`config.mk`:
```
export PLATFORM = sky130hd
export DESIGN_NAME = ir_keyboard_frame_encoder
export DESIGN_NICKNAME = d
export VERILOG_FILES = /design/src/hw/rtl/irkfe_pkg.sv /design/src/hw/rtl/ir_keyboard_frame_encoder.sv
export SDC_FILE = /design/constraint.sdc
export NUM_CORES = 1
export LEC_CHECK = 0
export ABC_AREA = 1
export ABC_CLOCK_PERIOD_IN_PS = 4250
export BUFFER_PORTS_ARGS = -buffer_cell sky130_fd_sc_hd__buf_2
export CELL_PAD_IN_SITES_DETAIL_PLACEMENT = 2
export CELL_PAD_IN_SITES_GLOBAL_PLACEMENT = 2
export CORE_MARGIN = 2
export CORE_UTILIZATION = 37
export DETAILED_ROUTE_END_ITERATION = 10
export PLACE_DENSITY_LB_ADDON = 0.3
export SETUP_SLACK_MARGIN = 0.2
export SKIP_CTS_REPAIR_TIMING = 1
export SYNTH_ARGS = -nofsm -noshare
export SYNTH_HDL_FRONTEND = slang
export SYNTH_SLANG_ARGS = --single-unit
export TNS_END_PERCENT = 30
```
`constraint.sdc`:
```
create_clock -name clk -period 4.25 [get_ports clk]
set_clock_uncertainty 0.15 [all_clocks]
set_input_delay 0.2125 -clock clk [delete_from_list [all_inputs] [get_ports clk]]
set_output_delay 0.2125 -clock clk [all_outputs]
set_load 0.01 [all_outputs]
```
`src/hw/rtl/irkfe_pkg.sv`:
```
`default_nettype none

package irkfe_pkg;

	localparam int unsigned DATA_BITS_DEF = 20;
	localparam int unsigned ADDR_W        = 5;
	localparam int unsigned APB_DATA_W    = 32;

	localparam logic [3:0]  HEADER_RST      = 4'h4;
	localparam logic [15:0] LEADER_MARK_RST  = 16'd9000;
	localparam logic [15:0] LEADER_SPACE_RST = 16'd4500;
	localparam logic [15:0] ONE_MARK_RST     = 16'd1200;
	localparam logic [15:0] ONE_SPACE_RST    = 16'd400;
	localparam logic [15:0] ZERO_MARK_RST    = 16'd400;
	localparam logic [15:0] ZERO_SPACE_RST   = 16'd400;

	typedef enum logic [2:0] {
		REG_HEADER       = 3'd0,
		REG_LEADER_MARK  = 3'd1,
		REG_LEADER_SPACE = 3'd2,
		REG_ONE_MARK     = 3'd3,
		REG_ONE_SPACE    = 3'd4,
		REG_ZERO_MARK    = 3'd5,
		REG_ZERO_SPACE   = 3'd6
	} reg_idx_t;

	typedef struct packed {
		logic [6:0] scan_code;
		logic [7:0] qualifier_mask;
	} req_t;

	typedef struct packed {
		logic [15:0] mark_us;
		logic [15:0] off_us;
		logic        is_last;
	} pair_t;

endpackage

`default_nettype wire

```
`src/hw/rtl/ir_keyboard_frame_encoder.sv`:
```
// channel | dir | handshake              | payload
// req     | in  | req_valid / req_stall   | irkfe_pkg::req_t  (scan_code, qualifier_mask)
// pair    | out | pair_valid / pair_stall | irkfe_pkg::pair_t (mark_us, off_us, is_last)
// cfg     | in  | APB psel/penable, pready tied high
//
// Each request yields 1 + 2*DATA_BITS pairs (41 at default), one per cycle unless
// pair_stall holds; a new request waits for the frame shift register to drain.
// The next request is taken in the cycle the last pair of the current frame is issued.
// Output stalls hold the pair register and freeze the frame shifter.
// arst_n clears control state and loads the register defaults.
`default_nettype none

module ir_keyboard_frame_encoder #(
	parameter int unsigned DATA_BITS = irkfe_pkg::DATA_BITS_DEF
) (
	input  wire logic                              clk,
	input  wire logic                              arst_n,
	input  wire logic                              req_valid,
	output logic                                   req_stall,
	input  wire irkfe_pkg::req_t                   req,
	output logic                                   pair_valid,
	input  wire logic                              pair_stall,
	output irkfe_pkg::pair_t                       pair,
	input  wire logic                              psel,
	input  wire logic                              penable,
	input  wire logic                              pwrite,
	input  wire logic [irkfe_pkg::ADDR_W-1:0]      paddr,
	input  wire logic [irkfe_pkg::APB_DATA_W-1:0]  pwdata,
	output logic [irkfe_pkg::APB_DATA_W-1:0]       prdata,
	output logic                                   pready
);

	localparam int unsigned FRAME_W = 2 * DATA_BITS;
	localparam int unsigned CNT_W   = $clog2(FRAME_W + 1);

	logic [3:0]  header_q;
	logic [15:0] leader_mark_q;
	logic [15:0] leader_space_q;
	logic [15:0] one_mark_q;
	logic [15:0] one_space_q;
	logic [15:0] zero_mark_q;
	logic [15:0] zero_space_q;

	logic               busy_q;
	logic               lead_q;
	logic [CNT_W-1:0]   cnt_q;
	logic [FRAME_W-1:0] frame_q;
	logic               pair_valid_q;
	irkfe_pkg::pair_t   pair_q;

	logic               cfg_wr;
	logic               adv;
	logic               gen;
	logic               last_bit;
	logic               req_acc;
	logic [7:0]         scan_inc;
	logic [7:0]         keycode;
	logic [31:0]        word32;
	logic [DATA_BITS-1:0] data_w;
	irkfe_pkg::pair_t   pair_d;

	// config port
	assign pready = 1'b1;
	assign cfg_wr = psel && penable && pwrite;

	always_ff @(posedge clk or negedge arst_n) begin
		if (!arst_n) begin
			header_q       <= irkfe_pkg::HEADER_RST;
			leader_mark_q  <= irkfe_pkg::LEADER_MARK_RST;
			leader_space_q <= irkfe_pkg::LEADER_SPACE_RST;
			one_mark_q     <= irkfe_pkg::ONE_MARK_RST;
			one_space_q    <= irkfe_pkg::ONE_SPACE_RST;
			zero_mark_q    <= irkfe_pkg::ZERO_MARK_RST;
			zero_space_q   <= irkfe_pkg::ZERO_SPACE_RST;
		end else if (cfg_wr) begin
			case (irkfe_pkg::reg_idx_t'(paddr[4:2]))
				irkfe_pkg::REG_HEADER:       header_q       <= pwdata[3:0];
				irkfe_pkg::REG_LEADER_MARK:  leader_mark_q  <= pwdata[15:0];
				irkfe_pkg::REG_LEADER_SPACE: leader_space_q <= pwdata[15:0];
				irkfe_pkg::REG_ONE_MARK:     one_mark_q     <= pwdata[15:0];
				irkfe_pkg::REG_ONE_SPACE:    one_space_q    <= pwdata[15:0];
				irkfe_pkg::REG_ZERO_MARK:    zero_mark_q    <= pwdata[15:0];
				irkfe_pkg::REG_ZERO_SPACE:   zero_space_q   <= pwdata[15:0];
				default: ;
			endcase
		end
	end

	always_comb begin
		case (irkfe_pkg::reg_idx_t'(paddr[4:2]))
			irkfe_pkg::REG_HEADER:       prdata = {28'd0, header_q};
			irkfe_pkg::REG_LEADER_MARK:  prdata = {16'd0, leader_mark_q};
			irkfe_pkg::REG_LEADER_SPACE: prdata = {16'd0, leader_space_q};
			irkfe_pkg::REG_ONE_MARK:     prdata = {16'd0, one_mark_q};
			irkfe_pkg::REG_ONE_SPACE:    prdata = {16'd0, one_space_q};
			irkfe_pkg::REG_ZERO_MARK:    prdata = {16'd0, zero_mark_q};
			irkfe_pkg::REG_ZERO_SPACE:   prdata = {16'd0, zero_space_q};
			default:                     prdata = '0;
		endcase
	end

	// keycode: bit-reversed (scan + 1), bit 0 cleared
	assign scan_inc = {1'b0, req.scan_code} + 8'd1;
	always_comb begin
		for (int i = 0; i < 8; i++) begin
			keycode[i] = scan_inc[7-i];
		end
		keycode[0] = 1'b0;
	end

	assign word32 = {12'd0, header_q, req.qualifier_mask, keycode};
	assign data_w = word32[DATA_BITS-1:0];

	// handshake
	assign adv      = !pair_valid_q || !pair_stall;
	assign gen      = busy_q && adv;
	assign last_bit = !lead_q && (cnt_q == CNT_W'(1));
	assign req_stall = busy_q && !(gen && last_bit);
	assign req_acc  = req_valid && !req_stall;

	always_comb begin
		if (lead_q) begin
			pair_d.mark_us = leader_mark_q;
			pair_d.off_us  = leader_space_q;
		end else if (frame_q[FRAME_W-1]) begin
			pair_d.mark_us = one_mark_q;
			pair_d.off_us  = one_space_q;
		end else begin
			pair_d.mark_us = zero_mark_q;
			pair_d.off_us  = zero_space_q;
		end
		pair_d.is_last = last_bit;
	end

	always_ff @(posedge clk or negedge arst_n) begin
		if (!arst_n) begin
			busy_q       <= 1'b0;
			lead_q       <= 1'b0;
			cnt_q        <= '0;
			pair_valid_q <= 1'b0;
		end else begin
			if (adv) begin
				pair_valid_q <= busy_q;
			end
			if (req_acc) begin
				busy_q <= 1'b1;
				lead_q <= 1'b1;
				cnt_q  <= CNT_W'(FRAME_W);
			end else if (gen) begin
				lead_q <= 1'b0;
				if (last_bit) begin
					busy_q <= 1'b0;
				end
				if (!lead_q) begin
					cnt_q <= cnt_q - CNT_W'(1);
				end
			end
		end
	end

	always_ff @(posedge clk) begin
		if (req_acc) begin
			frame_q <= {data_w, ~data_w};
		end else if (gen && !lead_q) begin
			frame_q <= {frame_q[FRAME_W-2:0], 1'b0};
		end
		if (gen) begin
			pair_q <= pair_d;
		end
	end

	assign pair_valid = pair_valid_q;
	assign pair       = pair_q;

endmodule

`default_nettype wire

```
After elaboration in Yosys (flattened, before gate mapping)
Cells that the tools add are included.
{ "totals": {"word_cells": 67, "ff_bits": 182, "out_inout_bits": 68, "inputBits": 59} }
{ "classes": {"n_addsub": 2, "n_mux": 13, "bitwise": 1, "n_eq_ne": 8, "reduce_logical": 27} }
{ "ops": {"columns": ["operator", "n"], "rows": [
  ["16-bit case mux with 7 select lines", 1],
  ["40-bit 2-to-1 mux", 2],
  ["32-bit 2-to-1 mux", 2],
  ["20-bit inverter", 1],
  ["6-bit 2-to-1 mux", 3],
  ["2-bit AND reduction", 9],
  ["3-bit == test (second input constant)", 3],
  ["1-bit logical AND", 8],
  ["7-bit by 1-bit adder with 7-bit output (second input constant)", 1],
  ["3-bit by 2-bit == test with 1-bit output (second input constant)", 2],
  ["6-bit by 1-bit == test with 1-bit output (second input constant)", 1],
  ["2-bit nonzero test", 3],
  ["6-bit by 1-bit subtractor with 6-bit output (second input constant)", 1],
  ["1-bit logical NOT", 5],
  ["1-bit 2-to-1 mux", 5],
  ["3-bit by 1-bit == test with 1-bit output (second input constant)", 1],
  ["3-bit logical NOT", 1],
  ["2-bit by 1-bit != test with 1-bit output (second input constant)", 1],
  ["1-bit logical OR", 1]
]} }

Depth between registers and ports, before layout
{ "logic_depth": {"depth_word": 10, "depth_mapped": 10, "ltp_nobuf": 9} }

Worst setup path after synthesis
No wires, ideal clock.
{ "synth_timing": {"path_kind": "flip-flop to flip-flop", "startpoint": "register pair_valid_q (netlist: pair_valid)", "endpoint": "register frame_q[0] (enable)", "setup_slack_ns": 1.329, "period_less_slack_ns": 2.921, "stages_incl_launch_ff": 6, "arrival_time_ns": 2.377, "required_ns": 3.706, "path_buffers": 0, "setup_ns": 0.394, "cell_sequence": "dfrtp_1 > nand2_1 > nand2_1 > inv_1 > a22oi_1 > inv_1"} }
{ "synth_via": {"elab_chain_len": 9, "elab_cells_between_ends": 10, "cone_classes": "reduce/logical: 10"} }
{ "synth_rtl": {"columns": ["element", "line", "source"], "rows": [
  ["from (decl)", "ir_keyboard_frame_encoder.sv:48", "logic pair_valid_q;"],
  ["from (signal assigned)", "ir_keyboard_frame_encoder.sv:143", "pair_valid_q <= busy_q;"],
  ["1-bit logical NOT (*)", "ir_keyboard_frame_encoder.sv:115", "assign adv = !pair_valid_q || !pair_stall;"],
  ["1-bit logical OR (*)", "ir_keyboard_frame_encoder.sv:115", null],
  ["1-bit logical AND (*)", "ir_keyboard_frame_encoder.sv:116", "assign gen = busy_q && adv;"],
  ["net gen", "ir_keyboard_frame_encoder.sv:53", "logic gen;"],
  ["1-bit logical AND", "ir_keyboard_frame_encoder.sv:118", "assign req_stall = busy_q && !(gen && last_bit);"],
  ["1-bit logical NOT", "ir_keyboard_frame_encoder.sv:118", null],
  ["1-bit logical AND", "ir_keyboard_frame_encoder.sv:118", null],
  ["1-bit logical NOT", "ir_keyboard_frame_encoder.sv:119", "assign req_acc = req_valid && !req_stall;"],
  ["1-bit logical AND", "ir_keyboard_frame_encoder.sv:119", null],
  ["2-bit nonzero test (no source line) (*)", null, null],
  ["to (signal assigned)", "ir_keyboard_frame_encoder.sv:163", "frame_q <= {data_w, ~data_w};"],
  ["to (signal assigned)", "ir_keyboard_frame_encoder.sv:165", "frame_q <= {frame_q[FRAME_W-2:0], 1'b0};"],
  ["to (decl)", "ir_keyboard_frame_encoder.sv:47", "logic [FRAME_W-1:0] frame_q;"]
]} }
The timed path passes the listed nets; every way through them passes the cells marked *.
A chain may end at the register's enable or synchronous reset.

Worst setup path after layout
{ "layout_timing": {"startpoint": "input pair_stall", "endpoint": "register frame_q[36] (enable)"} }
{ "layout_via": {"elab_chain_len": 9, "elab_cells_between_ends": 10, "cone_classes": "reduce/logical: 10"} }
{ "layout_rtl": {"columns": ["element", "line", "source"], "rows": [
  ["from (decl)", "ir_keyboard_frame_encoder.sv:22", "input wire logic pair_stall,"],
  ["1-bit logical NOT (*)", "ir_keyboard_frame_encoder.sv:115", null],
  ["1-bit logical OR (*)", "ir_keyboard_frame_encoder.sv:115", null],
  ["1-bit logical AND (*)", "ir_keyboard_frame_encoder.sv:116", null],
  ["net gen", "ir_keyboard_frame_encoder.sv:53", null],
  ["1-bit logical AND", "ir_keyboard_frame_encoder.sv:118", null],
  ["1-bit logical NOT", "ir_keyboard_frame_encoder.sv:118", null],
  ["1-bit logical AND", "ir_keyboard_frame_encoder.sv:118", null],
  ["1-bit logical NOT", "ir_keyboard_frame_encoder.sv:119", null],
  ["1-bit logical AND", "ir_keyboard_frame_encoder.sv:119", null],
  ["2-bit nonzero test (no source line) (*)", null, null]
]} }
Marks and branches as above.

==> impl_metrics.yaml <==
outcome:
  outcome: "finished, final reports clean"
cts:
  htree_levels: 4
  clkSinkCount: 182
  cts_buffers: 17
  path_clk_slew_ps: 70
  clock_latency_ps: 440
  clk_path_buf_depth: 2
  cts_tree: "built"
  clock-root-buffer: "clkbuf_16"
critical_path:
  max_stage_delay_ps: 690
  crit_type: "input pin to flip-flop"
  end_kind: "flip-flop"
  cp_cell_sequence: "dlygate4sd3_1 -> buf_2 -> nand2_1 -> nand2_1 -> inv_1 -> a22oi_1 -> inv_1 -> buf_4"
  critPathSlowestCell: "inv_1"
  arrival_ps: 2680
  cp_max_fo: 39
  crit_required_ps: 4180
  cp_num_buf_inv: 5
  start_kind: "input pin"
  path_delay_family: "buffers and inverters"
logic_synthesis:
  synthCells: 992
  ys.warnings.count: 0
  syn-mean-instance-area_um2: 8.74
  ys_types: 33
  synth_seq_cells: 182
  syn_area_um2: 8670
  ys_seq_area_frac: 0.570
sta:
  hold_ws_ps: 0.519
  timing.slew.headroom: 0.379
  setup_violations: 0
  tightest_slew_ps: 931
  final_min_period_over_clock_period: 0.649
  fmax_mhz: 363
  rsz0062_at_grt: "false"
  layout_setup_ws_ps: 1490
  final.setup.tns_ps: 0
  hold_violations: 0
  fin_crit_ps: 2760
  drv_slew: 0
power_and_ir_drop:
  p_leak_uw: 0.00461
  power.density_nw_per_um2: 522
  irDropWorstVdd_mv: 0.228
detailed_routing:
  remaining_drc_errors: 0
  routed_via_density: 5.09
  wl_per_cell_um: 19.0
  dr.pass1.iters: 4
  drt_iter0_markers: 377
  drt_wl_total_um: 27000
  num_vias: 7224
  final_antenna_net_count: 0
finish:
  nFillCells: 2642
  drive_above_1_share: 0.160
  stdcell_count: 1420
  syn_to_final_growth_pct: 16.8
  final_core_util: 0.435
  num-nets-final: 1150
  insertedDiodeCount: 0
global_route:
  grt_pass1_wl_um: 42800
  grt_pass1_vias: 7794
  gr-total-overflow: 0
  grt_max_degree: 47
  antenna_found_initial: 0
  grt_usage: 0.228
floorplan:
  num_rows: 56
  core-area_um2: 23300
  die_h_um: 157
  io_pins: 127
  start_util: 0.373
  dieArea_um2: 24700
  fp.dieW_um: 157
place:
  dp.final_hpwl_um: 16400
  preCtsSetupSlack_ps: 1550
  placed_cells: 1361
  place.port_buffers: 91
  routabilityCongestion: 0.770
run:
  maxCapViolCount: 0
hold_path:
  hold_class: "input pin to flip-flop"
-- where the power goes --
group          leakage [uW]  internal (uW)  switching, uW
Combinational       0.00231            379            737
Clock              0.000306            920            739
Sequential          0.00199           2310            200
-- path summary, 6_finish.rpt --
check                      slack, ps                            to                 startpoint  depth (start not counted)
max                             1490         frame_q[36]$_DFFE_PP_                 pair_stall                          8
max in group asynchronous       2830    one_mark_q[15]$_DFFE_PN0P_                     arst_n                          3
min                              0.5          frame_q[7]$_DFFE_PP_                     req[8]                          3
max reg2reg                     1530         frame_q[36]$_DFFE_PP_     pair_valid$_DFFE_PN0N_                          6
min in group asynchronous        160  leader_mark_q[7]$_DFFE_PN0P_                     arst_n                          2
min reg2reg                      340     one_mark_q[7]$_DFFE_PN1P_  one_mark_q[7]$_DFFE_PN1P_                          2
-- per-layer routing --
| metal | vias up | track usage | wire length, um |
|---|---|---|---|
| li1 | 3388 | - | - |
| met2 | 102 | 0.415 | 14300 |
| met3 | 29 | 0.0319 | 703 |
| met1 | 3705 | 0.278 | 11600 |
| met5 | - | 0 | 0 |
| met4 | 0 | 0.0714 | 461 |
-- final cells by class --
type / instances / area (um^2) / area share
sequential: 182 / 4940 / 0.488
multi-input combinational: 641 / 2930 / 0.289
timing repair buffer: 129 / 811 / 0.0801
clock buffer: 21 / 503 / 0.0497
inverter: 117 / 439 / 0.0434
tap: 319 / 399 / 0.0394
clock inverter: 11 / 105 / 0.0104
-- Yosys cell counts --
cell | instances | share of area
a21oi_1 | 5 | 0.0029
a21oi_2 | 1 | 0.0010
a22oi_1 | 1 | 0.00087
buf_1 | 4 | 0.0017
buf_2 | 22 | 0.013
buf_4 | 25 | 0.022
buf_6 | 6 | 0.0078
clkbuf_1 | 7 | 0.0030
clkbuf_2 | 3 | 0.0017
conb_1 | 2 | 0.00087
dfrtp_1 | 85 | 0.25
dfstp_2 | 24 | 0.073
dfxtp_1 | 1 | 0.0023
edfxtp_1 | 72 | 0.25
ha_1 | 3 | 0.0043
inv_1 | 112 | 0.048
inv_2 | 5 | 0.0022
nand2_1 | 299 | 0.13
nand2_2 | 5 | 0.0036
nand3_1 | 62 | 0.036
nand3_2 | 3 | 0.0035
nand4_1 | 5 | 0.0036
nor2_1 | 30 | 0.013
nor2_2 | 4 | 0.0029
nor3_1 | 1 | 0.00058
nor4_1 | 1 | 0.00072
o211ai_1 | 11 | 0.0095
o21a_1 | 10 | 0.0087
o21ai_0 | 147 | 0.085
o21ai_1 | 12 | 0.0069
o22ai_1 | 21 | 0.015
xnor2_1 | 1 | 0.0010
xor2_1 | 2 | 0.0020
-- cell usage in the layout (no fill, tap or decap), types with 2 or more instances in the layout --
| master | n |
|---|---|
| dfstp_2 | 24 |
| dfrtp_1 | 85 |
| o22ai_1 | 21 |
| nand3_2 | 3 |
| inv_2 | 5 |
| inv_1 | 112 |
| xor2_1 | 2 |
| inv_4 | 2 |
| nor2_2 | 4 |
| nand4_1 | 5 |
| edfxtp_1 | 72 |
| nand2_2 | 5 |
| buf_2 | 90 |
| o211ai_1 | 11 |
| nand2_1 | 299 |
| nor2_1 | 30 |
| a21oi_1 | 5 |
| inv_6 | 5 |
| conb_1 | 17 |
| o21ai_1 | 12 |
| ha_1 | 3 |
| o21ai_0 | 147 |
| dlygate4sd3_1 | 27 |
| nand3_1 | 62 |
| clkbuf_16 | 19 |
| clkinv_2 | 2 |
| clkbuf_8 | 2 |
| buf_4 | 12 |
| o21a_1 | 10 |
-- kinds of logic after synthesis --
logic type / synth area share
other: 0.000866
DFF: 0.570
xor gates and xnor gates: 0.00303
buffers and inverters: 0.0993
and+or+nand+nor: 0.193
adders and majority gates: 0.00433
AOI/OAI and AO/OA: 0.130
-- registers in the layout, indices dropped and copies added, names as in the netlist --
register / flops
zero_mark_q: 16
one_space_q: 16
zero_space_q: 16
one_mark_q: 16
pair: 33
header_q: 4
leader_mark_q: 16
pair_valid: 1
lead_q: 1
cnt_q: 6
leader_space_q: 16
busy_q: 1
frame_q: 40
-- metrics by stage --
stage / instance area [um^2] / power, uW
finish: 10100 / 5290
global route: 10100 / 5590
CTS: 9850 / 5320
detailed placement: 9250 / 3620
global placement: 9250 / 3550
floorplan: 8730 / 3200
-- worst register-to-register path, stage by stage (launching register included) --
cell,delay (ps)
dfrtp_1,380
nand2_1,110
nand2_1,100
inv_1,690
a22oi_1,340
inv_1,120
buf_4,450
Power figures use the tool's default switching activity.
